===== src/hdl/tlc_pkg.sv =====
// Shared types and constants for the timestamp LRU entry cache.
package tlc_pkg;

  localparam int DATA_W     = 32;
  localparam int CFG_W      = 6;
  localparam int SLOT_OUT_W = 5;
  localparam int APB_ADDR_W = 3;
  localparam int APB_DATA_W = 32;

  localparam logic [CFG_W-1:0] MAX_ENTRIES_RST = 6'd32;

  // register index, taken from paddr above the byte offset
  localparam logic REG_MAX_ENTRIES = 1'b0;

  typedef enum logic [1:0] {
    OUT_HIT     = 2'd0,
    OUT_INSERT  = 2'd1,
    OUT_MISS_NC = 2'd2,
    OUT_EVICT   = 2'd3
  } outcome_t;

  typedef enum logic [1:0] {
    ST_IDLE,
    ST_SCAN,
    ST_DECIDE
  } state_t;

endpackage


===== src/hdl/tlc_ram.sv =====
// Generic single-port-write, registered-read RAM.
module tlc_ram #(
  parameter int WIDTH = 64,
  parameter int DEPTH = 32
) (
  input  logic                     clk,
  input  logic                     we,
  input  logic [$clog2(DEPTH)-1:0] waddr,
  input  logic [WIDTH-1:0]         wdata,
  input  logic                     re,
  input  logic [$clog2(DEPTH)-1:0] raddr,
  output logic [WIDTH-1:0]         rdata
);

  logic [WIDTH-1:0] mem [DEPTH];

  always_ff @(posedge clk) begin
    if (we) begin
      mem[waddr] <= wdata;
    end
    if (re) begin
      rdata <= mem[raddr];
    end
  end

endmodule


===== src/hdl/timestamp_lru_entry_cache_top.sv =====
// Fully associative LRU entry cache, keyed by id, with access timestamps.
//
// Input channel (in_valid/in_ready) carries entry_id, current_time and
// kind_cacheable. Each accepted item yields one result (hit, insert or
// non-cacheable miss), preceded on an insert by zero or more eviction records.
// Results leave on out_valid/out_ready; last_of_run marks the final one.
// Keys and stamps live in one RAM; valid bits and the fill count are flops.
// Every access scans all CAPACITY slots through the RAM read port before the
// first result of an item is registered; each eviction beyond the first adds
// another full scan, and after the last eviction the insert record is emitted
// from the decision step without a further scan. One item is processed at a
// time, so a new item is accepted only after the last result of the previous
// one has been registered; in_ready is high only between items, and a waiting
// final result does not block the next item. If the receiver stalls, the block
// holds in its decision step until the output register frees up. Reset (rst,
// synchronous) empties the cache, sets max_entries to 32 and drops any pending
// result. max_entries is written over the APB port at byte address 0 and
// should change only while the block is idle.
module timestamp_lru_entry_cache_top #(
  parameter int CAPACITY = 32
) (
  input  logic                              clk,
  input  logic                              rst,
  // configuration
  input  logic                              psel,
  input  logic                              penable,
  input  logic                              pwrite,
  input  logic [tlc_pkg::APB_ADDR_W-1:0]    paddr,
  input  logic [tlc_pkg::APB_DATA_W-1:0]    pwdata,
  output logic [tlc_pkg::APB_DATA_W-1:0]    prdata,
  output logic                              pready,
  // access items
  input  logic                              in_valid,
  output logic                              in_ready,
  input  logic [tlc_pkg::DATA_W-1:0]        entry_id,
  input  logic [tlc_pkg::DATA_W-1:0]        current_time,
  input  logic                              kind_cacheable,
  // results
  output logic                              out_valid,
  input  logic                              out_ready,
  output tlc_pkg::outcome_t                 outcome,
  output logic [tlc_pkg::SLOT_OUT_W-1:0]    slot_index,
  output logic [tlc_pkg::DATA_W-1:0]        reported_id,
  output logic                              last_of_run
);

  import tlc_pkg::*;

  localparam int IW    = $clog2(CAPACITY);
  localparam int CNT_W = $clog2(CAPACITY + 1);
  localparam int RAM_W = 2 * DATA_W;

  state_t state, state_next;

  logic [CFG_W-1:0]    max_entries;
  logic [CFG_W-1:0]    limit;
  logic [CAPACITY-1:0] valid;
  logic [CNT_W-1:0]    occupied;
  logic [CFG_W-1:0]    occ_ext;

  logic [DATA_W-1:0] req_id;
  logic [DATA_W-1:0] req_time;
  logic              req_cacheable;

  logic [CNT_W-1:0] cnt;
  logic             cmp_valid;
  logic [IW-1:0]    cmp_addr;

  logic              hit_found;
  logic [IW-1:0]     hit_slot;
  logic              old_found;
  logic [IW-1:0]     old_slot;
  logic [DATA_W-1:0] old_stamp;
  logic [DATA_W-1:0] old_key;

  logic [IW-1:0]     free_slot;
  logic              accept, out_free, scan_issue, scan_start, emit;
  logic              need_evict, do_insert, do_hit;
  logic              ram_we;
  logic [IW-1:0]     ram_waddr;
  logic [RAM_W-1:0]  ram_rdata;
  logic [DATA_W-1:0] rd_key, rd_stamp;
  logic [IW+SLOT_OUT_W-1:0] slot_wide;
  logic [IW-1:0]     emit_slot;

  // ---------------- configuration port ----------------
  assign pready = 1'b1;

  always_ff @(posedge clk) begin
    if (rst) begin
      max_entries <= MAX_ENTRIES_RST;
    end else if (psel && penable && pwrite &&
                 paddr[APB_ADDR_W-1:2] == REG_MAX_ENTRIES) begin
      max_entries <= pwdata[CFG_W-1:0];
    end
  end

  always_comb begin
    prdata = '0;
    if (paddr[APB_ADDR_W-1:2] == REG_MAX_ENTRIES) begin
      prdata = {{(APB_DATA_W-CFG_W){1'b0}}, max_entries};
    end
  end

  // limit of zero acts as one, above capacity acts as capacity
  always_comb begin
    if (max_entries == '0) begin
      limit = CFG_W'(1);
    end else if (max_entries > CFG_W'(CAPACITY)) begin
      limit = CFG_W'(CAPACITY);
    end else begin
      limit = max_entries;
    end
  end

  assign occ_ext = CFG_W'(occupied);

  // ---------------- entry RAM: {key, stamp} ----------------
  tlc_ram #(
    .WIDTH (RAM_W),
    .DEPTH (CAPACITY)
  ) u_ram (
    .clk   (clk),
    .we    (ram_we),
    .waddr (ram_waddr),
    .wdata ({req_id, req_time}),
    .re    (scan_issue),
    .raddr (cnt[IW-1:0]),
    .rdata (ram_rdata)
  );

  assign rd_key   = ram_rdata[RAM_W-1:DATA_W];
  assign rd_stamp = ram_rdata[DATA_W-1:0];

  // lowest free slot
  always_comb begin
    free_slot = '0;
    for (int i = CAPACITY - 1; i >= 0; i--) begin
      if (!valid[i]) begin
        free_slot = IW'(i);
      end
    end
  end

  // ---------------- control ----------------
  assign in_ready   = (state == ST_IDLE);
  assign accept     = in_valid && in_ready;
  assign out_free   = !out_valid || out_ready;
  assign scan_issue = (state == ST_SCAN) && (cnt < CNT_W'(CAPACITY));
  assign need_evict = req_cacheable && !hit_found && old_found && (occ_ext >= limit);
  assign do_hit     = hit_found;
  assign do_insert  = !hit_found && req_cacheable && !need_evict;
  assign ram_we     = emit && (do_hit || do_insert);
  assign ram_waddr  = do_hit ? hit_slot : free_slot;

  always_ff @(posedge clk) begin
    if (rst) begin
      state <= ST_IDLE;
    end else begin
      state <= state_next;
    end
  end

  always_comb begin
    state_next = state;
    scan_start = 1'b0;
    emit       = 1'b0;
    case (state)
      ST_IDLE: begin
        if (in_valid) begin
          state_next = ST_SCAN;
          scan_start = 1'b1;
        end
      end
      ST_SCAN: begin
        if (cnt == CNT_W'(CAPACITY) && !cmp_valid) begin
          state_next = ST_DECIDE;
        end
      end
      ST_DECIDE: begin
        if (out_free) begin
          emit = 1'b1;
          if (need_evict) begin
            // more evictions needed: search again for the oldest entry
            if (occ_ext - CFG_W'(1) >= limit) begin
              state_next = ST_SCAN;
              scan_start = 1'b1;
            end
          end else begin
            state_next = ST_IDLE;
          end
        end
      end
      default: state_next = ST_IDLE;
    endcase
  end

  // ---------------- datapath ----------------
  always_ff @(posedge clk) begin
    if (accept) begin
      req_id        <= entry_id;
      req_time      <= current_time;
      req_cacheable <= kind_cacheable;
    end
  end

  always_ff @(posedge clk) begin
    if (rst) begin
      cnt       <= '0;
      cmp_valid <= 1'b0;
      hit_found <= 1'b0;
      old_found <= 1'b0;
    end else begin
      cmp_valid <= scan_issue;
      if (scan_start) begin
        cnt       <= '0;
        hit_found <= 1'b0;
        old_found <= 1'b0;
      end else begin
        if (scan_issue) begin
          cnt <= cnt + CNT_W'(1);
        end
        // compare stage, in the cycle after the read is issued
        if (cmp_valid && valid[cmp_addr]) begin
          if (!hit_found && rd_key == req_id) begin
            hit_found <= 1'b1;
          end
          if (!old_found || rd_stamp < old_stamp) begin
            old_found <= 1'b1;
          end
        end
      end
    end
  end

  always_ff @(posedge clk) begin
    if (scan_issue) begin
      cmp_addr <= cnt[IW-1:0];
    end
    if (!scan_start && cmp_valid && valid[cmp_addr]) begin
      if (!hit_found && rd_key == req_id) begin
        hit_slot <= cmp_addr;
      end
      if (!old_found || rd_stamp < old_stamp) begin
        old_slot  <= cmp_addr;
        old_stamp <= rd_stamp;
        old_key   <= rd_key;
      end
    end
  end

  always_ff @(posedge clk) begin
    if (rst) begin
      valid    <= '0;
      occupied <= '0;
    end else if (emit) begin
      if (need_evict) begin
        valid[old_slot] <= 1'b0;
        occupied        <= occupied - CNT_W'(1);
      end else if (do_insert) begin
        valid[free_slot] <= 1'b1;
        occupied         <= occupied + CNT_W'(1);
      end
    end
  end

  // ---------------- result register ----------------
  always_comb begin
    if (do_hit) begin
      emit_slot = hit_slot;
    end else if (!req_cacheable) begin
      emit_slot = '0;
    end else if (need_evict) begin
      emit_slot = old_slot;
    end else begin
      emit_slot = free_slot;
    end
  end

  assign slot_wide = {{SLOT_OUT_W{1'b0}}, emit_slot};

  always_ff @(posedge clk) begin
    if (rst) begin
      out_valid <= 1'b0;
    end else if (emit) begin
      out_valid <= 1'b1;
    end else if (out_ready) begin
      out_valid <= 1'b0;
    end
  end

  always_ff @(posedge clk) begin
    if (emit) begin
      slot_index <= slot_wide[SLOT_OUT_W-1:0];
      if (do_hit) begin
        outcome     <= OUT_HIT;
        reported_id <= req_id;
        last_of_run <= 1'b1;
      end else if (!req_cacheable) begin
        outcome     <= OUT_MISS_NC;
        reported_id <= req_id;
        last_of_run <= 1'b1;
      end else if (need_evict) begin
        outcome     <= OUT_EVICT;
        reported_id <= old_key;
        last_of_run <= 1'b0;
      end else begin
        outcome     <= OUT_INSERT;
        reported_id <= req_id;
        last_of_run <= 1'b1;
      end
    end
  end

  // ---------------- assertions ----------------
  a_count_matches_valid: assert property (@(posedge clk) disable iff (rst)
    occupied == CNT_W'($countones(valid)))
    else $error("fill count differs from number of valid slots");

  a_insert_into_free: assert property (@(posedge clk) disable iff (rst)
    (emit && do_insert) |-> !valid[free_slot])
    else $error("insert targets an occupied slot");

  a_hit_on_valid: assert property (@(posedge clk) disable iff (rst)
    (emit && do_hit) |-> valid[hit_slot])
    else $error("hit refresh targets an empty slot");

  a_evict_valid: assert property (@(posedge clk) disable iff (rst)
    (emit && need_evict) |=> !valid[$past(old_slot)])
    else $error("evicted slot still valid");

endmodule

===== config.mk =====
export PLATFORM = sky130hd
export DESIGN_NAME = timestamp_lru_entry_cache_top
export DESIGN_NICKNAME = d
export VERILOG_FILES = /design/src/hdl/tlc_pkg.sv /design/src/hdl/tlc_ram.sv /design/src/hdl/timestamp_lru_entry_cache_top.sv
export SDC_FILE = /design/constraint.sdc
export NUM_CORES = 2
export LEC_CHECK = 0
export BUFFER_PORTS_ARGS = -buffer_cell sky130_fd_sc_hd__buf_4
export CAP_MARGIN = 0
export CORE_ASPECT_RATIO = 0.6
export CORE_MARGIN = 8
export CORE_UTILIZATION = 56
export DETAILED_ROUTE_END_ITERATION = 8
export GPL_TIMING_DRIVEN = 1
export PLACE_DENSITY = 0.68
export SYNTH_ARGS = -nofsm -noshare
export SYNTH_HDL_FRONTEND = slang
export SYNTH_HIERARCHICAL = 1
export SYNTH_SLANG_ARGS = --single-unit

===== constraint.sdc =====
create_clock -name clk -period 18.2 [get_ports clk]
set_clock_uncertainty 0.1 [all_clocks]
set_input_delay 0.91 -clock clk [delete_from_list [all_inputs] [get_ports clk]]
set_output_delay 0.91 -clock clk [all_outputs]
set_load 0.02 [all_outputs]

Word-level counts from Yosys, hierarchy flattened --
Memories as Yosys holds them, arrays and structs flattened. A register that Yosys moved wholly into a read port is not among the register bits. Cells that the tools add are included.
Storage, ports and cells: register bits 240, memory bits (writable) 2048, bits of input ports 107, output and inout bits 75, logic and storage cells 159, memories kept 1
Memory list:
- u_ram.mem | depth 32, bits a word 64, read ports 1, clocked after Yosys merged registers in 1, write ports 1, RTL line tlc_ram.sv:15 | logic [WIDTH-1:0] mem [DEPTH];
Cells by class: $add $sub $neg 3, magnitude comparators 10, eq/ne operators 8, multiplexer cells 72, bitwise operators 5, reduce and logical (&&, ||, !) cells 38
Operators by type and width (count):
- two-way mux 5 bit | 36
- two-way mux 32 bit | 5
- bitwise AND 32 bit | 1
- == test 32 bit | 1
- < comparator 32 bit | 1
- inverter 32 bit | 1
- bitwise OR 32 bit | 1
- two-way mux 6 bit | 5
- < comparator 5 x 6 -> 1 bit (second input constant) | 3
- logical AND 1 bit | 17
- two-way mux 1 bit | 14
- two-way mux 2 bit | 7
- adder 6 x 1 -> 6 bit (second input constant) | 2
- greater-or-equal comparator 6 bit | 2
- demux 1 bit (select 5 bit) | 2
- greater-or-equal comparator 5 x 1 -> 1 bit (second input constant) | 2
- AND reduction 2 bit | 5
- == test 6 bit (second input constant) | 1
- greater-than comparator 6 bit (second input constant) | 1
- zero test 1 bit | 6
- zero test 6 bit | 1
- < comparator 6 bit (second input constant) | 1
- one-hot mux 2 bit (3 select lines) | 1
- subtractor 6 x 1 -> 6 bit (second input constant) | 1
- other kinds (13) | 19

Logic depth before layout (Yosys ltp) --
depth after elaboration 39, depth in mapped cells 12, gate-level depth less buffers 11

Cells and area by module --
Netlist, hierarchy kept.
Modules (own cells, without submodules):
- tlc_ram | instances 1, cells an instance 3096, area an instance 79605.1 um^2, sequential area each 63420.8 um^2
- timestamp_lru_entry_cache_top | instances 1, cells an instance 867, area an instance 11129.4 um^2, sequential area each 6646.4 um^2

Worst setup path before layout --
OpenSTA, ideal clock, no wires.
path type flip-flop to flip-flop, start register occupied[0], in the netlist occ_ext[0], end register old_key[0], enable pin, setup time 0.666 ns, data arrival time 8.482 ns, data required time 17.434 ns, slack 8.952 ns, stages on the path, launching flop included 11, buffers on the path 0, clock period less this slack 9.248 ns, cells stage by stage dfxtp_1 inv_1 ha_1 inv_1 ha_1 a21boi_0 o21a_1 o2111ai_1 and3_1 o21ai_0 nor4_1
On the way: word-level cells in the longest chain between the ends 10, elaborated cells on any way between the ends 12, classes of those cells 1 x add/sub; 2 x order compare; 4 x mux; 5 x reduce/logical
Ends and longest elaborated chain:
- start: declaration | RTL line timestamp_lru_entry_cache_top.sv:58 | logic [CNT_W-1:0] occupied;
- start signal: assignment | RTL line timestamp_lru_entry_cache_top.sv:259 | occupied <= occupied - CNT_W'(1);
- start signal: assignment | RTL line timestamp_lru_entry_cache_top.sv:262 | occupied <= occupied + CNT_W'(1);
- subtractor 6 x 1 -> 6 bit | RTL line timestamp_lru_entry_cache_top.sv:185 | if (occ_ext - CFG_W'(1) >= limit) begin
- greater-or-equal comparator 6 bit | RTL line timestamp_lru_entry_cache_top.sv:185
- two-way mux 1 bit | RTL line timestamp_lru_entry_cache_top.sv:185
- two-way mux 1 bit (*) | RTL line timestamp_lru_entry_cache_top.sv:183 | if (need_evict) begin
- two-way mux 1 bit (*) | RTL line timestamp_lru_entry_cache_top.sv:181 | if (out_free) begin
- one-hot mux 1 bit (2 select lines) (*) | RTL line timestamp_lru_entry_cache_top.sv:168 | case (state)
- zero test 1 bit (*) | RTL line timestamp_lru_entry_cache_top.sv:240 | if (!scan_start && cmp_valid && valid[cmp_addr]) begin
- logical AND 1 bit (*) (2 in series) | RTL line timestamp_lru_entry_cache_top.sv:240
- AND reduction 2 bit (no source line) (*)
- end signal: assignment | RTL line timestamp_lru_entry_cache_top.sv:247 | old_key <= rd_key;
- end: declaration | RTL line timestamp_lru_entry_cache_top.sv:74 | logic [DATA_W-1:0] old_key;
Mark *: on every way between the ends. The rest lies on a longest branch, timed or not. A chain may end at the register's enable or synchronous reset.

Worst setup path after layout --
start register max_entries[5], end memory u_ram.mem[29][14], enable pin
On the way: word-level cells in the longest chain between the ends 11, elaborated cells on any way between the ends 12, classes of those cells 2 x order compare; 4 x mux; 6 x reduce/logical
Ends and longest elaborated chain:
- start: declaration | RTL line timestamp_lru_entry_cache_top.sv:55 | logic [CFG_W-1:0] max_entries;
- start signal: assignment | RTL line timestamp_lru_entry_cache_top.sv:94 | max_entries <= pwdata[CFG_W-1:0];
- greater-than comparator 6 bit | RTL line timestamp_lru_entry_cache_top.sv:109 | end else if (max_entries > CFG_W'(CAPACITY)) begin
- two-way mux 6 bit | RTL line timestamp_lru_entry_cache_top.sv:109
- two-way mux 6 bit (*) | RTL line timestamp_lru_entry_cache_top.sv:107 | if (max_entries == '0) begin
- greater-or-equal comparator 6 bit (*) | RTL line timestamp_lru_entry_cache_top.sv:150 | assign need_evict = req_cacheable && !hit_found && old_found && (occ_ext >= limit);
- logical AND 1 bit (*) | RTL line timestamp_lru_entry_cache_top.sv:150
- zero test 1 bit (*) | RTL line timestamp_lru_entry_cache_top.sv:152 | assign do_insert = !hit_found && req_cacheable && !need_evict;
- logical AND 1 bit (*) | RTL line timestamp_lru_entry_cache_top.sv:152
- logical OR 1 bit (*) | RTL line timestamp_lru_entry_cache_top.sv:153 | assign ram_we = emit && (do_hit || do_insert);
- logical AND 1 bit (*) | RTL line timestamp_lru_entry_cache_top.sv:153
- named net ram_we | RTL line timestamp_lru_entry_cache_top.sv:79 | logic ram_we;
- two-way mux 1 bit (*) | RTL line tlc_ram.sv:18 | if (we) begin
- two-way mux 1 bit (not written as such) (*) | RTL line tlc_ram.sv:19 | mem[waddr] <= wdata;
- end: declaration | RTL line tlc_ram.sv:15
Mark *: on every way through the listed nets, which the timed path passes. The rest lies on a longest branch.

==> impl_metrics.env <==
export IMPL_status="finished clean"
export IMPL_regArea_um2=70100
export IMPL_grt_overflow_total=0
export IMPL_cap_violations=0
export IMPL_relSlewSlack_pct=19.6
export IMPL_nets=4398
export IMPL_via_per_inst=6.61
export IMPL_cts_resized=0
export IMPL_report_final_hold_viol_count=0
export IMPL_critPathKind="reg -> reg"
export IMPL_drtIter0Drc=5828
export IMPL_r2r_start="max_entries[5]$_SDFFE_PP1P_"
export IMPL_die_h_um=328
export IMPL_yosysWarnings=6
export IMPL_utilization_pct=62.8
export IMPL_cp_start_kind="flop"
export IMPL_hold_ws_ns=0.127
export IMPL_via_count=43300
export IMPL_die_w_um=536
export IMPL_synth_top_cell_by_area="edfxtp_1"
export IMPL_async_flop_share_pct=0
export IMPL_cts_tree="built"
export IMPL_regToRegSetupSlack_ns=12.21
export IMPL_worst_pin_slew_ns=1.21
export IMPL_min_to="req_time[9]$_DFFE_PP_"
export IMPL_fill_cells=10600
export IMPL_core_um2=161000
export IMPL_p_leak_nw=30.8
export IMPL_yosysUniqueCellTypes=82
export IMPL_holdPathStages=1
export IMPL_ys_seq_area_share_pct=77.2
export IMPL_final_setup_worst_slack_ns=12.21
export IMPL_drv_slew=0
export IMPL_first_pass_iters=6
export IMPL_pin_count=182
export IMPL_min_path_type="in -> reg"
export IMPL_cts_root_buf="clkbuf_16"
export IMPL_grt_pass1_wl_um=318000
export IMPL_cp_end_kind="flop"
export IMPL_dieArea_um2=176000
export IMPL_grt_pass1_vias=42500
export IMPL_synthFlopType="edfxtp_1"
export IMPL_timing_reg2reg_worst_path_depth=12
export IMPL_initial_core_util_pct=56.3
export IMPL_cts_sinks=2352
export IMPL_clock_path_buffers=4
export IMPL_arrival_ns=6.35
export IMPL_layout_drive_gt1_share_pct=29.8
export IMPL_cts_made_buffers=208
export IMPL_final_common_cell="edfxtp_1"
export IMPL_final_cells=6556
export IMPL_place_congestion=0.853
export IMPL_synth_area_um2=90700
export IMPL_synth_area_top_cells="edfxtp_1 (76%), mux4_2 (15%), mux2_2 (1.4%), dfxtp_1 (1.2%), ha_1 (0.65%)"
export IMPL_reg2reg_to="u_ram/mem[29][14]$_DFFE_PP_"
export IMPL_pre_cts_slack_ns=12.24
export IMPL_min_period_ns=5.99
export IMPL_wl_per_cell_um=34.3
export IMPL_synthCells=3963
export IMPL_syn_to_final_growth_pct=11.5
export IMPL_dp_cells=6180
export IMPL_grt_max_degree=120
export IMPL_portBuffers=126
export IMPL_postCtsHoldBufs=0
export IMPL_postSynthAreaPerCell_um2=22.9
export IMPL_grtUsageTotal_pct=25.4
export IMPL_worstPathCellList="inv_1 -> nand2_1 -> ha_1 -> a21o_1 -> a31oi_2 -> a2bb2oi_4 -> a21oi_1 -> nor3_1 -> nand3b_1 -> nor2_4 -> buf_4 -> buf_4"
export IMPL_clk_pin_slew_ns=0.06
export IMPL_setup_tns_final_ns=0
export IMPL_cpPeakStageDelay_ns=0.90
export IMPL_layout_common_cells="edfxtp_1 (2296), mux4_2 (607), buf_4 (247)"
export IMPL_multi_input_area_um2=19800
export IMPL_cts_setup_buffers=0
export IMPL_ys_ff_latch=2352
export IMPL_ant_nets=0
export IMPL_powerDensity_nw_per_um2=105
export IMPL_holdCritStartpoint="current_time[9]"
export IMPL_drc_errors=0
export IMPL_clk_latency_ns=0.86
export IMPL_hpwlAfterDp_um=117000
export IMPL_fmax_ghz=0.167
export IMPL_rsz0062_at_grt="false"
export IMPL_cpMaxStageDelayCell="nor2_4"
export IMPL_synth_top_area_share_pct=76.0
export IMPL_finalSetupViolCount=0
export IMPL_antenna_found_initial=5
export IMPL_synth_edf_count=2296
export IMPL_fp_row_count=114
export IMPL_wl_um=225000
export IMPL_critPathMaxFanout=28
export IMPL_critPathRequiredTime_ns=18.56
export IMPL_htreeDepth=4
export IMPL_critPathMostFrequentCell="buf_4"
export IMPL_min_period_over_period_pct=32.9
export IMPL_ir_worst_vdd_v=0.0000932
[synthesized netlist by cell type, drive strengths merged (16+ instances only)]
cell type and n:
mux2 109, nand2 55, o21ai 57, inv 56, edfxtp 2296, o211ai 29
nand4 19, mux4 610, nand3 24, nor2 81, buf 138, xnor2 22
xor2 20, mux2i 50, dfxtp 56, ha 47, a221oi 16, clkbuf 67
a21oi 25
[metal layers]
| metal | vias up | GRT usage, % | wire length (µm) |
|---|---|---|---|
| met5 | - | 0 | 0 |
| met4 | 0 | 5.73 | 5070 |
| met3 | 303 | 6.68 | 26200 |
| met2 | 2534 | 37.5 | 100000 |
| met1 | 23200 | 38.8 | 93200 |
| li1 | 17300 | - | - |
[worst max path at each step]
stage | startpoint | to | slack [ns] | depth (start not counted)
detailed placement | max_entries[5]$_SDFFE_PP1P_ | u_ram/mem[29][55]$_DFFE_PP_ | 12.24 | 12
CTS | max_entries[5]$_SDFFE_PP1P_ | u_ram/mem[29][14]$_DFFE_PP_ | 12.19 | 12
finish | max_entries[5]$_SDFFE_PP1P_ | u_ram/mem[29][14]$_DFFE_PP_ | 12.21 | 12
global route | max_entries[5]$_SDFFE_PP1P_ | u_ram/mem[29][14]$_DFFE_PP_ | 11.96 | 12
global placement | max_entries[5]$_SDFFE_PP1P_ | u_ram/mem[29][55]$_DFFE_PP_ | 12.27 | 12
floorplan | occ_ext[0]$_SDFFE_PP0P_ | old_key[0]$_DFFE_PP_ | 8.95 | 10
[cells by family (layout without fill, tap and decap cells)]
logic type | after synthesis | after routing | share of synthesized area [%]
compound gates | 219 | 219 | 1.73
buf+inv | 261 | 679 | 1.38
flops | 2352 | 2352 | 77.2
other cells | 2 | 31 | 0.00828
simple gates | 271 | 271 | 1.55
mux | 769 | 769 | 17.1
fa+ha+maj | 47 | 47 | 0.648
xor+xnor | 42 | 42 | 0.405
[power by group]
part	internal (mW)	total, mW	switching (mW)
combinational	0.142	0.313	0.171
sequential	5.99	6.06	0.0703
clock	2.34	4.25	1.91
[metrics by stage]
stage	power, mW	cell area [µm²]
2_1_floorplan	6.37	90800
3_3_place_gp	6.49	94700
3_5_place_dp	6.49	94700
4_1_cts	10.7	101000
5_1_grt	10.9	101000
6_report	10.6	101000
[critical path, delay by kind of cell, from the launching register on]
family                   cells  cell delay, ns
AO/OA/AOI/OAI                4            1.09
adder cells (fa/ha/maj)      1            0.32
buffers and inverters        3            1.50
flip-flops                   1            0.33
AND/OR/NAND/NOR              4            2.19
[flip-flops by register name, indices dropped and copies added (netlist names)]
name / cells
old_stamp: 32
req_cacheable: 1
last_of_run: 1
old_slot: 5
state: 2
old_key: 32
slot_index: 5
old_found: 1
u_ram/rdata: 64
u_ram/mem: 2048
req_time: 32
reported_id: 32
cmp_addr: 5
occ_ext: 6
valid: 32
req_id: 32
hit_slot: 5
cnt: 6
outcome: 2
max_entries: 6
out_valid: 1
do_hit: 1
cmp_valid: 1
[cell type report]
class | instances | share of cell area, %
timing repair buffer | 251 | 1.91
inverter | 56 | 0.210
antenna | 4 | 0.00990
tap | 2146 | 2.65
multi-input combinational | 1375 | 19.6
clock inverter | 110 | 0.935
clock buffer | 262 | 5.44
sequential | 2352 | 69.3
Note: power is estimated with default switching activity, not from simulation.
